### src/rtl/lctsu_pkg.sv
// shared types and constants for the load cell tare and scale unit
// holds status and operation codes, reset values and the divider beat structs
// no dependencies
package lctsu_pkg;

    localparam int DIVIDEND_W = 33;
    localparam int DIVISOR_W  = 32;
    localparam int DIV_STEPS  = DIVIDEND_W;
    localparam int STEP_W     = $clog2(DIV_STEPS + 1);

    localparam logic [1:0] FUNC_WEIGH = 2'd0;
    localparam logic [1:0] FUNC_TARE  = 2'd1;
    localparam logic [1:0] FUNC_CAL   = 2'd2;

    localparam logic [2:0] ST_OK        = 3'd0;
    localparam logic [2:0] ST_TARE_BUSY = 3'd1;
    localparam logic [2:0] ST_TARE_DONE = 3'd2;
    localparam logic [2:0] ST_SATURATED = 3'd3;
    localparam logic [2:0] ST_DIV_ZERO  = 3'd4;

    localparam logic signed [31:0] OFFSET_RESET = -32'sd58209;
    localparam logic signed [31:0] SCALE_RESET  = 32'sd402;
    localparam logic [7:0]         COUNT_RESET  = 8'd16;

    typedef struct packed {
        logic                  start;
        logic [DIVIDEND_W-1:0] dividend;
        logic [DIVISOR_W-1:0]  divisor;
    } div_req_t;

    typedef struct packed {
        logic                  done;
        logic [DIVIDEND_W-1:0] quotient;
    } div_rsp_t;

endpackage

### src/rtl/lctsu_div.sv
// shared unsigned restoring divider, one quotient bit per cycle
// depends on lctsu_pkg for widths and the request and response structs
module lctsu_div
(
    input  logic                clk,
    input  logic                rst_n,
    input  lctsu_pkg::div_req_t req,
    output lctsu_pkg::div_rsp_t rsp
);

    logic [lctsu_pkg::DIVIDEND_W-1:0] dq_reg;
    logic [lctsu_pkg::DIVIDEND_W-1:0] dq_next;
    logic [lctsu_pkg::DIVISOR_W-1:0]  rem_reg;
    logic [lctsu_pkg::DIVISOR_W-1:0]  rem_next;
    logic [lctsu_pkg::DIVISOR_W-1:0]  dvs_reg;
    logic [lctsu_pkg::DIVISOR_W-1:0]  dvs_next;
    logic [lctsu_pkg::STEP_W-1:0]     cnt_reg;
    logic [lctsu_pkg::STEP_W-1:0]     cnt_next;
    logic                             done_reg;
    logic                             done_next;
    logic [lctsu_pkg::DIVISOR_W:0]    trial;
    logic [lctsu_pkg::DIVISOR_W:0]    diff;

    always_comb
    begin
        trial     = {rem_reg, dq_reg[lctsu_pkg::DIVIDEND_W-1]};
        diff      = trial - {1'b0, dvs_reg};
        dq_next   = dq_reg;
        rem_next  = rem_reg;
        dvs_next  = dvs_reg;
        cnt_next  = cnt_reg;
        done_next = 1'b0;
        if (req.start)
        begin
            dq_next  = req.dividend;
            rem_next = '0;
            dvs_next = req.divisor;
            cnt_next = lctsu_pkg::STEP_W'(lctsu_pkg::DIV_STEPS);
        end
        else if (cnt_reg != '0)
        begin
            if (trial >= {1'b0, dvs_reg})
            begin
                rem_next = diff[lctsu_pkg::DIVISOR_W-1:0];
                dq_next  = {dq_reg[lctsu_pkg::DIVIDEND_W-2:0], 1'b1};
            end
            else
            begin
                rem_next = trial[lctsu_pkg::DIVISOR_W-1:0];
                dq_next  = {dq_reg[lctsu_pkg::DIVIDEND_W-2:0], 1'b0};
            end
            cnt_next  = cnt_reg - 1'b1;
            done_next = (cnt_reg == lctsu_pkg::STEP_W'(1));
        end
    end

    always_ff @(posedge clk or negedge rst_n)
    begin
        if (!rst_n)
        begin
            cnt_reg  <= '0;
            done_reg <= 1'b0;
        end
        else
        begin
            cnt_reg  <= cnt_next;
            done_reg <= done_next;
        end
    end

    always_ff @(posedge clk)
    begin
        dq_reg  <= dq_next;
        rem_reg <= rem_next;
        dvs_reg <= dvs_next;
    end

    assign rsp.done     = done_reg;
    assign rsp.quotient = dq_reg;

endmodule

### src/rtl/load_cell_tare_scale_unit_core.sv
// top level of the load cell tare and scale unit: sequencer, state and output register
// depends on lctsu_pkg and lctsu_div
//
// usage:
//   input channel (in_valid / in_stall) carries func, raw_sample and known_weight.
//   output channel (out_valid / out_stall) returns one value and status per input beat.
//   config channel (cfg_valid / cfg_ready) writes tare_sample_count; ready is always high,
//   writes must be made only while the unit is idle; the unit itself does not enforce this.
//   weigh, calibrate and the final tare sample run the shared divider when its divisor is
//   nonzero, going through S_PREP, S_DIV, S_FIN and then S_OUT to load the output register;
//   other cases go from S_PREP straight to S_OUT.
//   one item is handled at a time; in_stall stays high from accept until the
//   result has moved into the output register, so the divider loop sets the rate.
//   the output register holds a result while out_stall is high; the next input beat
//   may be accepted meanwhile, and its result waits until the register is free.
//   reset: offset -58209, scale 402, tare accumulator cleared, sample count 16,
//   no output valid.
module load_cell_tare_scale_unit_core
#(
    parameter int SAMPLE_BITS = 24
)
(
    input  logic               clk,
    input  logic               rst_n,
    input  logic               in_valid,
    output logic               in_stall,
    input  logic [1:0]         func,
    input  logic signed [23:0] raw_sample,
    input  logic [15:0]        known_weight,
    output logic               out_valid,
    input  logic               out_stall,
    output logic signed [31:0] value,
    output logic [2:0]         status,
    input  logic               cfg_valid,
    output logic               cfg_ready,
    input  logic [7:0]         cfg_data
);

    typedef enum logic [2:0] {S_IDLE, S_PREP, S_DIV, S_FIN, S_OUT} state_t;

    state_t                     state_reg, state_next;
    logic [1:0]                 func_reg, func_next;
    logic [23:0]                raw_reg, raw_next;
    logic [15:0]                weight_reg, weight_next;
    logic signed [31:0]         offset_reg, offset_next;
    logic signed [31:0]         scale_reg, scale_next;
    logic signed [31:0]         tare_sum_reg, tare_sum_next;
    logic [7:0]                 tare_seen_reg, tare_seen_next;
    logic [7:0]                 count_reg, count_next;
    logic                       neg_reg, neg_next;
    logic [31:0]                res_value_reg, res_value_next;
    logic [2:0]                 res_status_reg, res_status_next;
    logic                       out_valid_reg, out_valid_next;
    logic [31:0]                out_value_reg, out_value_next;
    logic [2:0]                 out_status_reg, out_status_next;

    lctsu_pkg::div_req_t        div_req;
    lctsu_pkg::div_rsp_t        div_rsp;

    logic signed [32:0]         sample_ext;
    logic signed [32:0]         diff;
    logic [32:0]                diff_mag;
    logic [31:0]                scale_mag;
    logic signed [31:0]         sum_new;
    logic [31:0]                sum_mag;
    logic [7:0]                 seen_new;
    logic signed [33:0]         quot_s;

    lctsu_div u_div
    (
        .clk   (clk),
        .rst_n (rst_n),
        .req   (div_req),
        .rsp   (div_rsp)
    );

    assign sample_ext = 33'($signed(raw_reg[SAMPLE_BITS-1:0]));
    assign diff       = sample_ext - 33'(offset_reg);
    assign diff_mag   = diff[32] ? 33'(-diff) : 33'(diff);
    assign scale_mag  = scale_reg[31] ? 32'(-scale_reg) : 32'(scale_reg);
    assign sum_new    = tare_sum_reg + $signed(sample_ext[31:0]);
    assign sum_mag    = sum_new[31] ? 32'(-sum_new) : 32'(sum_new);
    assign seen_new   = tare_seen_reg + 8'd1;
    assign quot_s     = neg_reg ? -$signed({1'b0, div_rsp.quotient})
                                : $signed({1'b0, div_rsp.quotient});

    always_comb
    begin
        state_next      = state_reg;
        func_next       = func_reg;
        raw_next        = raw_reg;
        weight_next     = weight_reg;
        offset_next     = offset_reg;
        scale_next      = scale_reg;
        tare_sum_next   = tare_sum_reg;
        tare_seen_next  = tare_seen_reg;
        count_next      = count_reg;
        neg_next        = neg_reg;
        res_value_next  = res_value_reg;
        res_status_next = res_status_reg;
        out_valid_next  = out_valid_reg;
        out_value_next  = out_value_reg;
        out_status_next = out_status_reg;
        div_req.start    = 1'b0;
        div_req.dividend = diff_mag;
        div_req.divisor  = scale_mag;

        if (cfg_valid)
        begin
            count_next = cfg_data;
        end

        if (out_valid_reg && !out_stall)
        begin
            out_valid_next = 1'b0;
        end

        case (state_reg)
            S_IDLE:
            begin
                if (in_valid)
                begin
                    func_next   = func;
                    raw_next    = raw_sample;
                    weight_next = known_weight;
                    state_next  = S_PREP;
                end
            end
            S_PREP:
            begin
                res_value_next  = '0;
                res_status_next = lctsu_pkg::ST_OK;
                state_next      = S_OUT;
                case (func_reg)
                    lctsu_pkg::FUNC_WEIGH:
                    begin
                        if (scale_reg == '0)
                        begin
                            res_status_next = lctsu_pkg::ST_DIV_ZERO;
                        end
                        else
                        begin
                            div_req.start = 1'b1;
                            neg_next      = diff[32] ^ scale_reg[31];
                            state_next    = S_DIV;
                        end
                    end
                    lctsu_pkg::FUNC_TARE:
                    begin
                        if (count_reg == '0)
                        begin
                            res_status_next = lctsu_pkg::ST_DIV_ZERO;
                        end
                        else if (seen_new >= count_reg)
                        begin
                            div_req.start    = 1'b1;
                            div_req.dividend = {1'b0, sum_mag};
                            div_req.divisor  = {24'd0, seen_new};
                            neg_next         = sum_new[31];
                            tare_sum_next    = '0;
                            tare_seen_next   = '0;
                            state_next       = S_DIV;
                        end
                        else
                        begin
                            tare_sum_next   = sum_new;
                            tare_seen_next  = seen_new;
                            res_status_next = lctsu_pkg::ST_TARE_BUSY;
                        end
                    end
                    lctsu_pkg::FUNC_CAL:
                    begin
                        if (weight_reg == '0)
                        begin
                            res_status_next = lctsu_pkg::ST_DIV_ZERO;
                        end
                        else
                        begin
                            div_req.start   = 1'b1;
                            div_req.divisor = {16'd0, weight_reg};
                            neg_next        = diff[32];
                            state_next      = S_DIV;
                        end
                    end
                    default:
                    begin
                        res_status_next = lctsu_pkg::ST_OK;
                    end
                endcase
            end
            S_DIV:
            begin
                if (div_rsp.done)
                begin
                    state_next = S_FIN;
                end
            end
            S_FIN:
            begin
                state_next      = S_OUT;
                res_value_next  = quot_s[31:0];
                res_status_next = lctsu_pkg::ST_OK;
                case (func_reg)
                    lctsu_pkg::FUNC_WEIGH:
                    begin
                        if (quot_s > 34'sd32767)
                        begin
                            res_value_next  = 32'sd32767;
                            res_status_next = lctsu_pkg::ST_SATURATED;
                        end
                        else if (quot_s < -34'sd32768)
                        begin
                            res_value_next  = -32'sd32768;
                            res_status_next = lctsu_pkg::ST_SATURATED;
                        end
                        else
                        begin
                            res_value_next = {{16{quot_s[15]}}, quot_s[15:0]};
                        end
                    end
                    lctsu_pkg::FUNC_TARE:
                    begin
                        offset_next     = quot_s[31:0];
                        res_status_next = lctsu_pkg::ST_TARE_DONE;
                    end
                    lctsu_pkg::FUNC_CAL:
                    begin
                        scale_next = quot_s[31:0];
                    end
                    default:
                    begin
                        res_value_next = '0;
                    end
                endcase
            end
            S_OUT:
            begin
                if (!out_valid_reg || !out_stall)
                begin
                    out_valid_next  = 1'b1;
                    out_value_next  = res_value_reg;
                    out_status_next = res_status_reg;
                    state_next      = S_IDLE;
                end
            end
            default:
            begin
                state_next = S_IDLE;
            end
        endcase
    end

    always_ff @(posedge clk or negedge rst_n)
    begin
        if (!rst_n)
        begin
            state_reg      <= S_IDLE;
            offset_reg     <= lctsu_pkg::OFFSET_RESET;
            scale_reg      <= lctsu_pkg::SCALE_RESET;
            tare_sum_reg   <= '0;
            tare_seen_reg  <= '0;
            count_reg      <= lctsu_pkg::COUNT_RESET;
            out_valid_reg  <= 1'b0;
        end
        else
        begin
            state_reg      <= state_next;
            offset_reg     <= offset_next;
            scale_reg      <= scale_next;
            tare_sum_reg   <= tare_sum_next;
            tare_seen_reg  <= tare_seen_next;
            count_reg      <= count_next;
            out_valid_reg  <= out_valid_next;
        end
    end

    always_ff @(posedge clk)
    begin
        func_reg       <= func_next;
        raw_reg        <= raw_next;
        weight_reg     <= weight_next;
        neg_reg        <= neg_next;
        res_value_reg  <= res_value_next;
        res_status_reg <= res_status_next;
        out_value_reg  <= out_value_next;
        out_status_reg <= out_status_next;
    end

    assign in_stall  = (state_reg != S_IDLE);
    assign cfg_ready = 1'b1;
    assign out_valid = out_valid_reg;
    assign value     = out_value_reg;
    assign status    = out_status_reg;

    // divider finishes only while the sequencer waits on it
    a_div_done_in_div: assert property (@(posedge clk) disable iff (!rst_n)
        div_rsp.done |-> (state_reg == S_DIV))
        else $error("divider done outside divide state");

    // an accepted beat blocks the input on the next cycle
    a_busy_after_accept: assert property (@(posedge clk) disable iff (!rst_n)
        (in_valid && !in_stall) |=> in_stall)
        else $error("input not stalled after accept");

    // a new result is only loaded from the output state
    a_out_from_out_state: assert property (@(posedge clk) disable iff (!rst_n)
        $rose(out_valid_reg) |-> $past(state_reg == S_OUT))
        else $error("output loaded outside output state");

    // a final tare has cleared the tare count by the time it reaches the fix-up state
    a_seen_cleared_on_done: assert property (@(posedge clk) disable iff (!rst_n)
        (state_reg == S_FIN && func_reg == lctsu_pkg::FUNC_TARE) |-> (tare_seen_reg == '0))
        else $error("tare count not cleared at tare end");

endmodule

### config.mk
export PLATFORM = sky130hd
export DESIGN_NAME = load_cell_tare_scale_unit_core
export DESIGN_NICKNAME = d
export VERILOG_FILES = /design/src/rtl/lctsu_pkg.sv /design/src/rtl/lctsu_div.sv /design/src/rtl/load_cell_tare_scale_unit_core.sv
export SDC_FILE = /design/constraint.sdc
export NUM_CORES = 1
export LEC_CHECK = 0
export CORE_MARGIN = 10
export CORE_UTILIZATION = 55
export CTS_CLUSTER_SIZE = 30
export DETAILED_ROUTE_END_ITERATION = 8
export DONT_BUFFER_PORTS = 1
export PLACE_DENSITY = 0.72
export SLEW_MARGIN = 20
export SYNTH_ARGS = -nofsm -noshare
export SYNTH_HDL_FRONTEND = slang
export SYNTH_SLANG_ARGS = --single-unit
### constraint.sdc
create_clock -name clk -period 4.7 [get_ports clk]
set_clock_uncertainty 0.15 [all_clocks]
set_input_delay 1.41 -clock clk [delete_from_list [all_inputs] [get_ports clk]]
set_output_delay 1.41 -clock clk [all_outputs]
set_load 0.02 [all_outputs]
# After elaboration in Yosys (flattened, before gate mapping)
# Cells that the tools add are included.
# Widths: inputs -> output; s select.
[word_totals]
regBits = 333
latch_bits = 0
mem_bits_rw = 0
romBits = 0
in_bits = 55
out_inout_bits = 38
word_cells = 124
memories = 0
[op_classes]
addsub = 9
multipliers = 0
div_mod_pow = 0
n_lt_le_gt_ge = 4
eq_ne = 14
shift = 0
muxes = 53
bitwise = 2
n_reduce_logical = 22
[op_table]
columns = ["op", "n"]
rows = [
  ["$mux 32", 7],
  ["$mux 66", 3],
  ["$pmux 32 s2", 3],
  ["$mux 33", 4],
  ["$neg 32->32", 2],
  ["$gt 34x16->1 const B", 1],
  ["$lt 34x16->1 const B", 1],
  ["$mux 34", 1],
  ["$neg 33->34", 1],
  ["$ge 33x32->1", 1],
  ["$neg 33->33", 1],
  ["$sub 24x32->33", 1],
  ["$add 32x24->32", 1],
  ["$logic_not 32->1", 1],
  ["$sub 32x32->32", 1],
  ["$mux 3", 10],
  ["$pmux 3 s3", 2],
  ["$logic_not 16->1", 1],
  ["$pmux 3 s5", 1],
  ["$mux 1", 13],
  ["$mux 6", 2],
  ["$ne 2x2->1 const B", 6],
  ["$add 8x1->8 const B", 1],
  ["$ge 8x8->1", 1],
  ["28 further kinds", 38],
]

# Logic depth before layout (Yosys ltp)
[logic_depth]
word_depth = 8
mapped_depth = 16

# Hierarchy
# A second synthesis with hierarchy kept.
[hier_totals]
hier_cells = 2386
hier_area_um2 = 21853.5
[modules_own_cells]
columns = ["module", "instances", "cells_each", "area_per_inst_um2"]
rows = [
  ["load_cell_tare_scale_unit_core", 1, 1811, 15825.2],
  ["lctsu_div", 1, 575, 6028.3],
]

# Worst setup path after synthesis
# Ideal clock, no wire load.
[synth_timing]
kind = "register to register"
from = "reg tare_seen_reg[0]"
to = "reg u_div.dq_reg[0] (netlist name) (enable)"
t_arrival_ns = 4.007
required_time_ns = 4.065
setup_slack_ns = 0.058
path_stages_with_launch = 15
path_cell_list = "dfrtp_1 -> ha_1 -> ha_1 -> a21o_1 -> a21o_1 -> a21o_1 -> a21o_1 -> a2111oi_1 -> or3_1 -> clkbuf_1 -> a311o_1 -> buf_4 -> buf_6 -> buf_4 -> nand2_1"
[synth_between]
elab_chain_cells = 7
[synth_lines]
columns = ["item", "line_no", "rtl"]
rows = [
  ["from (decl)", "load_cell_tare_scale_unit_core.sv:48", "logic [7:0] tare_seen_reg, tare_seen_next;"],
  ["from (signal assigned)", "load_cell_tare_scale_unit_core.sv:271", "tare_seen_reg <= tare_seen_next;"],
  ["$add 8x1->8", "load_cell_tare_scale_unit_core.sv:83", "assign seen_new = tare_seen_reg + 8'd1;"],
  ["$ge 8x8->1", "load_cell_tare_scale_unit_core.sv:154", "else if (seen_new >= count_reg)"],
  ["$mux 66", "load_cell_tare_scale_unit_core.sv:154", ""],
  ["$mux 66", "load_cell_tare_scale_unit_core.sv:150", "if (count_reg == '0)"],
  ["$pmux 1 s3", "load_cell_tare_scale_unit_core.sv:134", "case (func_reg)"],
  ["$mux 66", "load_cell_tare_scale_unit_core.sv:118", "case (state_reg)"],
  ["$reduce_bool 2->1 (no line)", "-", ""],
  ["to (signal assigned)", "lctsu_div.sv:73", "dq_reg <= dq_next;"],
  ["to (decl)", "lctsu_div.sv:11", "logic [lctsu_pkg::DIVIDEND_W-1:0] dq_reg;"],
]
# No other way between the ends.
# A chain may end at the register's enable or synchronous reset.

# Final worst setup path
[layout_timing]
from = "reg raw_reg[0]"
to = "reg u_div.dq_reg[29] (netlist name) (data pin)"
[layout_between]
elab_chain_cells = 8
word_cells_on_any_way = 11
classes_between = "add/sub (4); mux (7)"
[layout_lines]
columns = ["item", "line_no", "rtl"]
rows = [
  ["from (decl)", "load_cell_tare_scale_unit_core.sv:43", "logic [23:0] raw_reg, raw_next;"],
  ["from (signal assigned)", "load_cell_tare_scale_unit_core.sv:280", "raw_reg <= raw_next;"],
  ["$sub 24x32->33 / $add 32x24->32 (equally long branches)", "load_cell_tare_scale_unit_core.sv:78, load_cell_tare_scale_unit_core.sv:81", ""],
  ["$neg 33->33 / $neg 32->32 (equally long branches)", "load_cell_tare_scale_unit_core.sv:79, load_cell_tare_scale_unit_core.sv:82", ""],
  ["$mux 33 / $mux 32 (equally long branches)", "load_cell_tare_scale_unit_core.sv:79, load_cell_tare_scale_unit_core.sv:82", ""],
  ["$mux 66", "load_cell_tare_scale_unit_core.sv:154", ""],
  ["$mux 66", "load_cell_tare_scale_unit_core.sv:150", ""],
  ["$mux 33", "load_cell_tare_scale_unit_core.sv:134", ""],
  ["$mux 66 (*)", "load_cell_tare_scale_unit_core.sv:118", ""],
  ["$mux 33 (*)", "lctsu_div.sv:33", "if (req.start)"],
  ["net u_div.dq_next, one bit", "lctsu_div.sv:12", "logic [lctsu_pkg::DIVIDEND_W-1:0] dq_next;"],
]
# Mark *: on every way through the listed nets, which the timed path passes. The rest lies on a longest branch.

==> summary by stage <==
Pwr
The areal power density over the cells is 900 nW/µm². Across the VDD grid, the largest voltage drop is 0.542 mV. The completed layout was analyzed and its total power is about 22 mW. The static leakage power is 9.75 nW.

Clock tree
Once the clock tree was built, the setup fixing pass inserted 0 buffers. The number of buffers between clock root and the deepest sink is 3. The master cell of the clock root buffer is sky130_fd_sc_hd__clkbuf_16. After clock tree synthesis, the clock-pin slew on the worst setup and hold paths is 0.06 ns.

The source-to-sink clock delay at the later pin of the worst-skew pair is 0.58 ns. The CTS buffer count is 37. The level count of the clock H-tree is 2. The TritonCTS clock tree is done. The TritonCTS sink count is roughly 330.

Routing
The sum of routed wire length over all layers is ~65000 µm. The number of search-and-repair iterations in the first detailed-routing pass is 5. The number of nets with antenna violations after routing is 0.

The first routing iteration left 1880 violations. The overall via count from detail_route is 18600. After detailed routing, the average wire length per cell comes to roughly 22 µm. After detailed routing, the number of vias per cell comes to 6.26. After detailed routing, the number of remaining DRC violations is 0.

Worst setup path
Traced cell by cell, the critical path runs through inv_1, ha_1, fa_1, nor2b_1, o31a_1, o21a_1, or3_1, a2111o_1, or3_1, or3_1, nor4_1, nor3_1, o41ai_2, a21o_1. Along the worst path, the maximum fanout reaches 6. Counting stages on the worst path, the most repeated cell is sky130_fd_sc_hd__or3_1.

The kind of launch point of the worst setup path is a flip-flop. The worst register-to-register path has a depth of 14. The library cell contributing the largest single delay on the critical path is sky130_fd_sc_hd__a2111o_1. The data required time at the worst endpoint is about 5.0 ns. The endpoint arrival time on the critical path is a little under 5 ns. The critical path is of the reg -> reg type. The nature of the critical path endpoint is a flip-flop. The biggest cell delay along the critical path is 0.47 ns.

Logic synthesis
Counting every net in the synthesized netlist gives 2577. The fraction of synthesized cell area taken by the top area cell type is 24.6%. After synthesis, the netlist uses 83 different library cells.

The sequential-to-total area share from yosys stat is 41.8%. In this run the mean area of a mapped cell was 9.05 µm². The instance count of the mapped netlist is 2405. Synthesis inferred 333 register bits. By area the synthesized netlist is led by sky130_fd_sc_hd__edfxtp_1 25%, sky130_fd_sc_hd__dfrtp_1 11%, sky130_fd_sc_hd__ha_1 6.6%. sky130_fd_sc_hd__edfxtp_1 takes more of the synthesized area than any other cell. In this run the cell area of the synthesized design comes to between 20000 and 25000 µm². By instance count, the leading cell after synthesis is sky130_fd_sc_hd__nand2_1. The Yosys step of the flow raised 0 warnings. The number of flops mapped to enable cells by yosys is about 180. For this run, asynchronously set or reset flops after synthesis account for between 30% and 40%. The most used flip-flop cell after synthesis is sky130_fd_sc_hd__edfxtp_1. The commonest cells after synthesis are 277 x sky130_fd_sc_hd__nand2_1, 252 x sky130_fd_sc_hd__o21ai_0, 178 x sky130_fd_sc_hd__edfxtp_1.

Layout
The register with the most flip-flops in the layout has 33 of them. From synthesis to final layout, the design area changed by 10.6%. Once layout is done, the placed cells without fillers occupy between 20000 and 25000 µm². The footprint of the multi-input gates is between 10000 and 15000 µm².

The post-route netlist has 9.95% of its cells at a drive strength greater than 1. The final cell utilization of the core is 61.8%. The layout has ~3300 filler cells. At the end of the flow, the number of nets in the layout was 2596. The final cell count without fillers is 2973. Across the whole layout, storage elements account for 9100 µm².

STA
The smallest hold slack is 0.269 ns. The slew at the pin with the worst max-slew slack is 1.09 ns. Setup violations remaining at the end of the flow were counted as 0. The final worst-path setup slack is 0.156 ns. The final critical path takes up 96.7% of the cycle. The final count of pins violating max slew is 0. The upper clock frequency limit is 0.220 GHz. The number of hold-slack violations in the final timing report is 0.

The total negative setup slack is 0 ns. The shortest period the worst path allows is 4.54 ns. The worst pin sits at a relative slew slack of 27.0%. Setup repair after global routing could not meet its margin everywhere.

Hold path
The tightest min-delay check is of the reg -> reg type. Along the worst hold path, the cell count comes to 0.

Placed design
The placer congestion estimate is between 0.9 and 1. Once detailed placement completed, the half-perimeter wirelength came to around 50000 µm. The post-placement worst setup slack is 0.123 ns.

After detailed placement, the total cell area comes to 22700 µm². During placement, the flow inserted port buffers numbering 0. Once placement completed, the tool counted placed cells totaling roughly 2900.

Global route
The via count of the first global-routing pass is 17700. The overall global routing resource usage is between 20% and 30%. The total overflow left after global routing is 0. The first global-routing pass estimated 99900 µm of wire. Entering global routing, the biggest net connects 124 pins. The number of antenna violations at the first check in global routing is 7.

Floorplan
The number of I/O pins is 93. In this run the horizontal extent of the chip is 219 µm. The core footprint is 38900 µm².

The floorplan step defined a die boundary enclosing around 48000 µm². Measured along the y axis, the die boundary spans approximately 220 µm. The floorplan has 72 rows.

For this configuration, the core starts out at a cell density of 55.9%.

Status
The run finished with clean final reports.

Flow run
Max-cap violations in this run came to 0.
## power breakdown
part | total (mW) | internal (mW) | switching (mW)
clock | 3.01 | 1.74 | 1.27
combinational | 12.9 | 5.05 | 7.89
sequential | 5.70 | 4.59 | 1.11
total | 21.7 | 11.4 | 10.3
## critical path: cells and delay by family, from the launching register on
kind,cells,cell delay [ns]
simple gates,6,1.77
compound gates,5,1.51
fa+ha+maj,2,0.42
flops,1,0.40
buf+inv,1,0.16
## area by class of cell
type	count	area share [%]
sequential	333	37.8
inverter	114	1.78
clock inverter	20	0.978
clock buffer	48	4.27
multi-input combinational	1846	49.3
tap	518	2.69
timing repair buffer	92	3.09
antenna	2	0.0208
## cell usage in the layout, fill, tap and decap left out, drive strengths merged, types with 48 or more instances in the layout
cell type / netlist / layout
a21o: 53 / 53
a21oi: 164 / 164
buf: 24 / 92
clkbuf: 88 / 48
dfrtp: 93 / 93
edfxtp: 178 / 178
ha: 114 / 114
inv: 114 / 117
nand2: 277 / 277
nor2: 147 / 147
nor3: 49 / 49
o21ai: 266 / 266
o31ai: 65 / 65
xnor2: 70 / 70
xor2: 98 / 98
## cell families (layout without fill, tap and decap cells)
kind of cell               count (synthesis)  in the layout  share of synthesized area [%]
muxes                                     39             39                           1.82
xor gates and xnor gates                 168            168                           6.76
and+or+nand+nor                          764            764                           17.0
other                                      1              3                         0.0172
AOI/OAI and AO/OA                        757            757                           21.6
adders and majority gates                117            117                           6.83
buffers and inverters                    226            274                           4.13
DFF                                      333            333                           41.8
## worst paths after layout
kind	startpoint	endpoint	slack (ns)
max	raw_reg[0]	u_div.dq_reg[29]	0.16
min	res_value_reg[29]	value[29]	0.27
max reg2reg	raw_reg[0]	u_div.dq_reg[29]	0.16
min reg2reg	res_value_reg[29]	value[29]	0.27
max in group asynchronous	rst_n	offset_reg[19]	3.70
min in group asynchronous	rst_n	tare_sum_reg[5]	0.39
## what timing repair did
item / CTS / global route
endpoints found under the hold margin: 0 / 0
setup endpoints to repair: 0 / 18
resized for setup: 0 / 16
hold buffers: 0 / 0
## metal layers
metal	track usage [%]	up-vias	wire length, µm
li1	-	8871	-
met4	16.0	0	4020
met3	3.08	187	3780
met5	0	-	0
met2	44.7	696	31000
met1	32.1	8858	25700
Note: power is estimated with default switching activity, not from simulation.
